--- config.mk ---
export PLATFORM = sky130hd
export DESIGN_NAME = calendar_day_count_arithmetic
export DESIGN_NICKNAME = d
export VERILOG_FILES = /design/src/hdl/cdca_pkg.sv /design/src/hdl/cdca_ctrl.sv /design/src/hdl/cdca_dp.sv /design/src/hdl/calendar_day_count_arithmetic.sv
export SDC_FILE = /design/constraint.sdc
export NUM_CORES = 1
export LEC_CHECK = 0
export BUFFER_PORTS_ARGS = -buffer_cell sky130_fd_sc_hd__buf_2
export CORE_ASPECT_RATIO = 2
export CORE_MARGIN = 2
export CORE_UTILIZATION = 35
export DETAILED_ROUTE_END_ITERATION = 16
export HOLD_SLACK_MARGIN = 0.05
export PLACE_DENSITY = 0.5
export SYNTH_ARGS = -nofsm -noshare
export SYNTH_HDL_FRONTEND = slang
export SYNTH_SLANG_ARGS = --single-unit
--- constraint.sdc ---
create_clock -name clk -period 9.14 [get_ports clk]
set_input_delay 1.371 -clock clk [delete_from_list [all_inputs] [get_ports clk]]
set_output_delay 1.371 -clock clk [all_outputs]
set_load 0.05 [all_outputs]
--- src/hdl/cdca_pkg.sv ---
// shared types, constants and calendar helpers for the day count block
package cdca_pkg;

  localparam int MAX_YEAR_DEF = 9999;
  localparam int EPOCH_YEAR   = 1901;

  localparam int IN_DATA_W  = 48;
  localparam int IN_USER_W  = 2;
  localparam int OUT_DATA_W = 56;

  localparam int SERIAL_W = 22;
  localparam int YEAR_W   = 14;
  localparam int MONTH_W  = 4;
  localparam int DAY_W    = 5;
  localparam int WDAY_W   = 3;

  localparam logic [1:0] OP_SET = 2'd0;
  localparam logic [1:0] OP_ADD = 2'd1;
  localparam logic [1:0] OP_SUB = 2'd2;

  // controller to datapath
  typedef struct packed {
    logic latch;       // capture input transaction
    logic invalidate;  // clear held date
    logic init_set;    // start year walk for a set
    logic init_from;   // start year walk from a serial
    logic yr_step;
    logic mon_step;
    logic commit_set;
    logic commit_from;
    logic emit;        // load output register
  } dp_cmd_t;

  // datapath to controller
  typedef struct packed {
    logic [1:0] op;
    logic range_ok;
    logic serial_zero;
    logic add_over;
    logic sub_big;
    logic sub_zero;
    logic year_hit;
    logic year_fits;
    logic mon_hit;
    logic day_ok;
    logic mon_more;
  } dp_sts_t;

  function automatic int leaps_upto(input int x);
    return x / 4 - x / 100 + x / 400;
  endfunction

  // days from 1 jan 1901 to 1 jan of year y, elaboration only
  function automatic int days_before_year(input int y);
    return (y - EPOCH_YEAR) * 365 + leaps_upto(y - 1) - leaps_upto(EPOCH_YEAR - 1);
  endfunction

  function automatic logic [DAY_W-1:0] month_days(input logic [MONTH_W-1:0] m,
                                                  input logic leap);
    logic [DAY_W-1:0] d;
    case (m)
      4'd2:                      d = leap ? 5'd29 : 5'd28;
      4'd4, 4'd6, 4'd9, 4'd11:   d = 5'd30;
      default:                   d = 5'd31;
    endcase
    return d;
  endfunction

  // 8 is 1 mod 7, so octal digits fold
  function automatic logic [2:0] mod7(input logic [SERIAL_W-1:0] v);
    logic [23:0] p;
    logic [5:0]  s;
    logic [3:0]  r;
    logic [2:0]  q;
    p = {2'b00, v};
    s = '0;
    for (int i = 0; i < 8; i++) begin
      s = s + 6'(p[3*i +: 3]);
    end
    r = 4'(s[5:3]) + 4'(s[2:0]);
    q = 3'(r[3]) + r[2:0];
    return (q == 3'd7) ? 3'd0 : q;
  endfunction

endpackage

--- src/hdl/cdca_ctrl.sv ---
// sequencer for the day count block: dispatch, year and month walks, output handoff
module cdca_ctrl (
  input  logic                clk,
  input  logic                rst_n,
  input  logic                in_tvalid,
  output logic                in_tready,
  output logic                out_tvalid,
  input  logic                out_tready,
  input  cdca_pkg::dp_sts_t   sts,
  output cdca_pkg::dp_cmd_t   cmd
);

  typedef enum logic [2:0] {
    S_IDLE, S_DISPATCH, S_SET_YEAR, S_SET_MON, S_FROM_YEAR, S_FROM_MON, S_EMIT
  } state_t;

  state_t state_r, state_nxt;
  logic   out_valid_r, out_valid_nxt;
  logic   out_free;

  assign in_tready  = (state_r == S_IDLE);
  assign out_tvalid = out_valid_r;
  assign out_free   = !out_valid_r || out_tready;

  always_comb begin
    state_nxt     = state_r;
    out_valid_nxt = out_valid_r && !out_tready;
    cmd           = '0;
    unique case (state_r)
      S_IDLE: begin
        if (in_tvalid) begin
          cmd.latch = 1'b1;
          state_nxt = S_DISPATCH;
        end
      end
      S_DISPATCH: begin
        state_nxt = S_EMIT;
        case (sts.op)
          cdca_pkg::OP_SET: begin
            if (!sts.range_ok) begin
              cmd.invalidate = 1'b1;
            end else begin
              cmd.init_set = 1'b1;
              state_nxt    = S_SET_YEAR;
            end
          end
          cdca_pkg::OP_ADD: begin
            if (!sts.serial_zero) begin
              if (sts.add_over) begin
                cmd.invalidate = 1'b1;
              end else begin
                cmd.init_from = 1'b1;
                state_nxt     = S_FROM_YEAR;
              end
            end
          end
          cdca_pkg::OP_SUB: begin
            if (!sts.serial_zero && !sts.sub_big) begin
              if (sts.sub_zero) begin
                cmd.invalidate = 1'b1;
              end else begin
                cmd.init_from = 1'b1;
                state_nxt     = S_FROM_YEAR;
              end
            end
          end
          default: ;
        endcase
      end
      S_SET_YEAR: begin
        if (sts.year_hit) begin
          state_nxt = S_SET_MON;
        end else begin
          cmd.yr_step = 1'b1;
        end
      end
      S_SET_MON: begin
        if (sts.mon_hit) begin
          cmd.commit_set = sts.day_ok;
          cmd.invalidate = !sts.day_ok;
          state_nxt      = S_EMIT;
        end else begin
          cmd.mon_step = 1'b1;
        end
      end
      S_FROM_YEAR: begin
        if (sts.year_fits) begin
          state_nxt = S_FROM_MON;
        end else begin
          cmd.yr_step = 1'b1;
        end
      end
      S_FROM_MON: begin
        if (sts.mon_more) begin
          cmd.mon_step = 1'b1;
        end else begin
          cmd.commit_from = 1'b1;
          state_nxt       = S_EMIT;
        end
      end
      S_EMIT: begin
        if (out_free) begin
          cmd.emit      = 1'b1;
          out_valid_nxt = 1'b1;
          state_nxt     = S_IDLE;
        end
      end
      default: state_nxt = S_IDLE;
    endcase
  end

  always_ff @(posedge clk) begin
    if (!rst_n) begin
      state_r     <= S_IDLE;
      out_valid_r <= 1'b0;
    end else begin
      state_r     <= state_nxt;
      out_valid_r <= out_valid_nxt;
    end
  end

endmodule

--- src/hdl/cdca_dp.sv ---
// datapath: held date, shared year and month walker, output register
module cdca_dp #(
  parameter int MAX_YEAR = cdca_pkg::MAX_YEAR_DEF
) (
  input  logic                                clk,
  input  logic                                rst_n,
  input  logic [cdca_pkg::IN_DATA_W-1:0]      in_tdata,
  input  logic [cdca_pkg::IN_USER_W-1:0]      in_tuser,
  output logic [cdca_pkg::OUT_DATA_W-1:0]     out_tdata,
  input  cdca_pkg::dp_cmd_t                   cmd,
  output cdca_pkg::dp_sts_t                   sts
);

  localparam int SW = cdca_pkg::SERIAL_W;
  localparam int YW = cdca_pkg::YEAR_W;
  localparam int MW = cdca_pkg::MONTH_W;
  localparam int DW = cdca_pkg::DAY_W;
  localparam logic [SW:0]   LAST     = (SW+1)'(cdca_pkg::days_before_year(MAX_YEAR + 1));
  localparam logic [YW-1:0] YEAR_MAX = YW'(MAX_YEAR);
  localparam logic [YW-1:0] YEAR_MIN = YW'(cdca_pkg::EPOCH_YEAR);

  // latched transaction
  logic [1:0]    op_r;
  logic [DW-1:0] sd_r;
  logic [MW-1:0] sm_r;
  logic [YW-1:0] sy_r;
  logic [SW-1:0] cnt_r;

  // walker
  logic          mode_set_r;
  logic [SW-1:0] x_r, x_nxt;
  logic [SW-1:0] s_r;
  logic [YW-1:0] y_r;
  logic [6:0]    m100_r;
  logic [8:0]    m400_r;
  logic [MW-1:0] mon_r;

  // held date
  logic [SW-1:0] serial_r;
  logic [DW-1:0] day_r;
  logic [MW-1:0] month_r;
  logic [YW-1:0] year_r;

  logic [cdca_pkg::OUT_DATA_W-1:0] out_data_r;

  logic          leap;
  logic [8:0]    ylen;
  logic [DW-1:0] dim;
  logic [SW:0]   sum;
  logic [SW-1:0] diff;
  logic [2:0]    wmod;
  logic [2:0]    wday;

  assign leap = (m400_r == 9'd0) || ((m100_r != 7'd0) && (y_r[1:0] == 2'd0));
  assign ylen = leap ? 9'd366 : 9'd365;
  assign dim  = cdca_pkg::month_days(mon_r, leap);
  assign sum  = {1'b0, serial_r} + {1'b0, cnt_r};
  assign diff = serial_r - cnt_r;
  assign wmod = cdca_pkg::mod7(serial_r);
  assign wday = (serial_r == '0) ? 3'd0 : ((wmod == 3'd6) ? 3'd1 : wmod + 3'd2);

  always_comb begin
    sts.op          = op_r;
    sts.range_ok    = (sy_r >= YEAR_MIN) && (sy_r <= YEAR_MAX) && (sm_r != '0) &&
                      (sm_r <= MW'(12)) && (sd_r != '0);
    sts.serial_zero = (serial_r == '0);
    sts.add_over    = (sum > LAST);
    sts.sub_big     = (cnt_r > serial_r);
    sts.sub_zero    = (diff == '0);
    sts.year_hit    = (y_r == sy_r);
    sts.year_fits   = (x_r <= SW'(ylen));
    sts.mon_hit     = (mon_r == sm_r);
    sts.day_ok      = (sd_r <= dim);
    sts.mon_more    = (mon_r < MW'(12)) && (x_r > SW'(dim));
  end

  always_comb begin
    x_nxt = x_r;
    if (cmd.init_set) begin
      x_nxt = '0;
    end else if (cmd.init_from) begin
      x_nxt = (op_r == cdca_pkg::OP_ADD) ? sum[SW-1:0] : diff;
    end else if (cmd.yr_step) begin
      x_nxt = mode_set_r ? x_r + SW'(ylen) : x_r - SW'(ylen);
    end else if (cmd.mon_step) begin
      x_nxt = mode_set_r ? x_r + SW'(dim) : x_r - SW'(dim);
    end
  end

  // walker and latch, no reset needed
  always_ff @(posedge clk) begin
    if (cmd.latch) begin
      op_r  <= in_tuser;
      sd_r  <= in_tdata[4:0];
      sm_r  <= in_tdata[8:5];
      sy_r  <= in_tdata[22:9];
      cnt_r <= in_tdata[44:23];
    end
    x_r <= x_nxt;
    if (cmd.init_set || cmd.init_from) begin
      mode_set_r <= cmd.init_set;
      s_r        <= (op_r == cdca_pkg::OP_ADD) ? sum[SW-1:0] : diff;
      y_r        <= YEAR_MIN;
      m100_r     <= 7'd1;
      m400_r     <= 9'd301;
      mon_r      <= MW'(1);
    end else if (cmd.yr_step) begin
      y_r    <= y_r + YW'(1);
      m100_r <= (m100_r == 7'd99) ? 7'd0 : m100_r + 7'd1;
      m400_r <= (m400_r == 9'd399) ? 9'd0 : m400_r + 9'd1;
    end else if (cmd.mon_step) begin
      mon_r <= mon_r + MW'(1);
    end
    if (cmd.emit) begin
      out_data_r <= {7'd0, serial_r, wday, year_r, month_r, day_r, (serial_r != '0)};
    end
  end

  always_ff @(posedge clk) begin
    if (!rst_n) begin
      serial_r <= '0;
      day_r    <= '0;
      month_r  <= '0;
      year_r   <= '0;
    end else if (cmd.invalidate) begin
      serial_r <= '0;
      day_r    <= '0;
      month_r  <= '0;
      year_r   <= '0;
    end else if (cmd.commit_set) begin
      serial_r <= x_r + SW'(sd_r);
      day_r    <= sd_r;
      month_r  <= sm_r;
      year_r   <= sy_r;
    end else if (cmd.commit_from) begin
      serial_r <= s_r;
      day_r    <= x_r[DW-1:0];
      month_r  <= mon_r;
      year_r   <= y_r;
    end
  end

  assign out_tdata = out_data_r;

  a_held_month_ok: assert property (@(posedge clk) disable iff (!rst_n)
    (serial_r != '0) |-> (month_r != '0 && month_r <= MW'(12) && day_r != '0))
    else $error("held date has bad month or day");

  a_held_zero: assert property (@(posedge clk) disable iff (!rst_n)
    (serial_r == '0) |-> (day_r == '0 && month_r == '0 && year_r == '0))
    else $error("invalid state not all zero");

  a_held_year_range: assert property (@(posedge clk) disable iff (!rst_n)
    (serial_r != '0) |-> (year_r >= YEAR_MIN && year_r <= YEAR_MAX))
    else $error("held year out of range");

  a_walk_counters: assert property (@(posedge clk) disable iff (!rst_n)
    $past(cmd.yr_step) |-> (m100_r < 7'd100 && m400_r < 9'd400))
    else $error("leap counters out of range");

endmodule

--- src/hdl/calendar_day_count_arithmetic.sv ---
// top level: gregorian date held as a serial day number, set, add and subtract
// operation: set walks the years from 1901 up to the set year, then the months; add and
// subtract walk the result serial down through the years, then through the months
// throughput: one transaction at a time; the shared walker steps one year per cycle, then
// one month per cycle
// reset: synchronous active-low rst_n clears the held date to the invalid all-zero state
module calendar_day_count_arithmetic #(
  parameter int MAX_YEAR = cdca_pkg::MAX_YEAR_DEF
) (
  input  logic                                clk,
  input  logic                                rst_n,
  input  logic                                in_tvalid,
  output logic                                in_tready,
  // set_day[4:0], set_month[8:5], set_year[22:9], day_count[44:23], zero pad
  input  logic [cdca_pkg::IN_DATA_W-1:0]      in_tdata,
  // op[1:0]
  input  logic [cdca_pkg::IN_USER_W-1:0]      in_tuser,
  output logic                                out_tvalid,
  input  logic                                out_tready,
  // date_valid[0], day_of_month[5:1], month_number[9:6], year_number[23:10],
  // weekday[26:24], serial_day[48:27], zero pad
  output logic [cdca_pkg::OUT_DATA_W-1:0]     out_tdata
);

  cdca_pkg::dp_cmd_t cmd;
  cdca_pkg::dp_sts_t sts;

  cdca_ctrl u_ctrl (
    .clk        (clk),
    .rst_n      (rst_n),
    .in_tvalid  (in_tvalid),
    .in_tready  (in_tready),
    .out_tvalid (out_tvalid),
    .out_tready (out_tready),
    .sts        (sts),
    .cmd        (cmd)
  );

  cdca_dp #(
    .MAX_YEAR (MAX_YEAR)
  ) u_dp (
    .clk       (clk),
    .rst_n     (rst_n),
    .in_tdata  (in_tdata),
    .in_tuser  (in_tuser),
    .out_tdata (out_tdata),
    .cmd       (cmd),
    .sts       (sts)
  );

endmodule

==> impl_metrics.toml <==
[sta]
maxSlewViolCount = 0
hold_violations = 0
fmax_mhz = 159
min_period_over_period_pct = 68.7
layout_min_cycle_time_ps = 6280
finClkSkew_ps = 40.3
maxSlewHeadroom_pct = 21.3
rsz0062_at_grt = "no"
tightest_slew_ps = 1170
finalSetupViolCount = 0
fin_setup_tns_ps = 0

[worst_setup_path]
worstPathRequired_ps = 9300
r2r_setup_slack_ps = 2860
crit_type = "flip-flop to flip-flop"
cp_max_fo = 24
critPathArrivalTime_ps = 6450
cp-start-kind = "flip-flop"
endpoint_kind = "flip-flop"

[clocking]
hold_buffers = 0
cts-resized-gates = 0
clockRootBuffer = "clkbuf_16"
cts_made_buffers = 25
cts_max_level = 1
clk_latency_ps = 580
cts_tree = "built"
cts_setup_buffers = 0
clk_path_buf_depth = 3
clock-sinks = 224
clkSlewWorstSetupHoldPaths_ps = 60

[place]
dp_hpwl_mm = 39.0
place_congestion = 0.939
place_area_sq_mm = 0.0161
portBuffers = 101

[logic_synthesis]
synth-seq-area-share_pct = 37.5
synth_ff_type = "edfxtp_1"
muxShareOfSynthArea_pct = 0.853
ys_ff_latch = 224
avgSynthCellArea_sq_um = 9.21
yosys.area_share.simple_pct = 20.7
async_reset_ff_share_pct = 0
synth_xor_area_share_pct = 6.37
netlist_area_sq_mm = 0.0151
synth_edf_count = 119
synth_warnings = 0
synthesis.instances = 1642
synth_compound_gate_area_share_pct = 19.1
synth_adder_area_share_pct = 9.95
synth_top_family_by_area = "simple AND/OR/NAND/NOR gates"
synth.distinct_cells = 93

[power_and_ir_drop]
leakagePower_nw = 6.67
peakVddDrop_v = 0.000171
power_density_mw_per_mm2 = 266
finalPower_mw = 4.52

[die]
ioPinCount = 112
rows = 107
fp.dieH_um = 298
fp.dieW_um = 151
die-area_sq_mm = 0.0450
initial_core_util_pct = 35.5
coreArea_sq_mm = 0.0426

[global_routing]
grt_pass1_wl_mm = 76.6
grt_pass1_vias = 13112
gr-usage-all-layers_pct = 22.4
grt_overflow_total = 0
grt_max_degree = 60
grt_antenna_before_repair = 2

[routing]
routed_wl_mm = 50.6
ant_nets = 0
dr.first_iter.drc_count = 565
vias = 12742
drt_first_pass_iters = 5
viasPerCell = 5.63
drc = 0
post_drt_wl_per_cell_um = 22.4

[final_layout]
syn2layout_area_growth_pct = 12.4
drive_gt1_share_pct = 14.5
fin_nets = 1859
fin_area_sq_mm = 0.0170
diodes = 0
final_common_cell = "nor2_1"
fillers = 4305
final_cell_mix = "nor2_1 (136), nand2_1 (128), edfxtp_1 (119)"

[worst_hold_path]
hold_class = "flip-flop to flip-flop"

[run]
max-cap-violations = 0

[run_status]
status = "finished, final reports clean"
## flip-flops by register name (all words and copies together), names as in the netlist
| name | flops |
|---|---|
| u_dp.sd_r | 5 |
| u_dp.x_r | 22 |
| u_dp.serial_r | 22 |
| u_dp.mon_r | 4 |
| u_dp.sm_r | 4 |
| u_ctrl.out_tvalid | 1 |
| u_dp.m400_r | 9 |
| u_dp.y_r | 14 |
| u_dp.m100_r | 7 |
| u_dp.year_r | 14 |
| u_dp.sy_r | 14 |
| u_dp.mode_set_r | 1 |
| u_dp.cnt_r | 22 |
| u_dp.day_r | 5 |
| u_dp.month_r | 4 |
| u_dp.s_r | 22 |
| u_ctrl.state_r | 3 |
| u_dp.op_r | 2 |
| u_dp.out_tdata | 49 |
## cell families (layout without fill, tap and decap cells)
kind of cell / Yosys count / count (layout)
buf+inv: 205 / 274
compound gates: 410 / 410
flops: 224 / 224
fa+ha+maj: 107 / 107
xor+xnor: 110 / 110
simple gates: 575 / 575
other cells: 1 / 7
mux: 10 / 10
## synthesized netlist by cell type, types with 14 or more instances
cell	n	area, sq um
a211oi_1	16	120
a21o_1	23	173
a21oi_1	90	450
a31oi_1	23	144
and2_1	15	93.8
and3_1	21	131
clkbuf_1	74	278
dfxtp_1	105	2100
edfxtp_1	119	3570
fa_1	22	440
ha_1	85	1060
inv_1	95	357
nand2_1	129	484
nand3_1	50	250
nand4_1	24	150
nor2_1	136	510
nor2b_1	19	119
nor3_1	49	245
nor4_1	26	163
nor4b_2	20	300
o211ai_1	31	233
o21ai_0	53	265
o22ai_1	36	225
o31ai_1	15	113
or4_1	14	105
xnor2_1	59	517
xor2_1	51	447
## final timing paths
path,cells after the start,from,end
setup / recovery,13,u_dp.serial_r[10],u_dp.s_r[5]
hold reg to reg,0,u_dp.month_r[1],u_dp.out_tdata[7]
hold / removal,0,u_dp.month_r[1],u_dp.out_tdata[7]
setup reg to reg,13,u_dp.serial_r[10],u_dp.s_r[5]
## worst max-delay path, cell delays in order, from the launching register on
cell	delay (ps)
dfxtp_1	650
ha_1	490
nor4_1	490
nand2_1	110
a211oi_1	880
nor3_1	180
xnor2_1	250
nor4b_1	500
or4b_4	580
a311oi_4	270
buf_4	350
nor3_4	70
buf_4	240
inv_1	770
## cell type report
cell class              instances  area [sq um]  area share [%]
flip-flops and latches        224          5680            33.4
clock inverters                14           185            1.09
multi-input cells            1219          8660            51.0
repair buffers                128           708            4.17
well taps                     545           682            4.01
inverters                     100           375            2.21
clock buffers                  32           703            4.14
## report_power, final
group | internal, mW | switching, mW | total [mW]
clock network | 0.638 | 0.459 | 1.10
logic | 0.684 | 1.11 | 1.79
registers | 1.30 | 0.322 | 1.63
## stage by stage
stage          hold slack (ps)  utilization [%]  instances  worst slack (ps)
6_report                   433             39.9       2262              2860
5_1_grt                    446             39.9       2262              2530
4_1_cts                    437             39.9       2262              2850
3_5_place_dp               419             37.8       2216              2870
3_3_place_gp               421             37.8       2216              2900
2_1_floorplan              409                -       1648              3820
## metal layers
layer | part of all wire (%) | vias to the layer above | global-route usage, % | wire length (um)
li1 | - | 6127 | - | -
met1 | 34 | 6108 | 21.5 | 17000
met2 | 54 | 363 | 42.8 | 27500
met3 | 3.3 | 140 | 2.21 | 1660
met4 | 8.6 | 4 | 16.2 | 4350
met5 | 0.049 | - | 0 | 25
(Power assumes the default switching activity.)
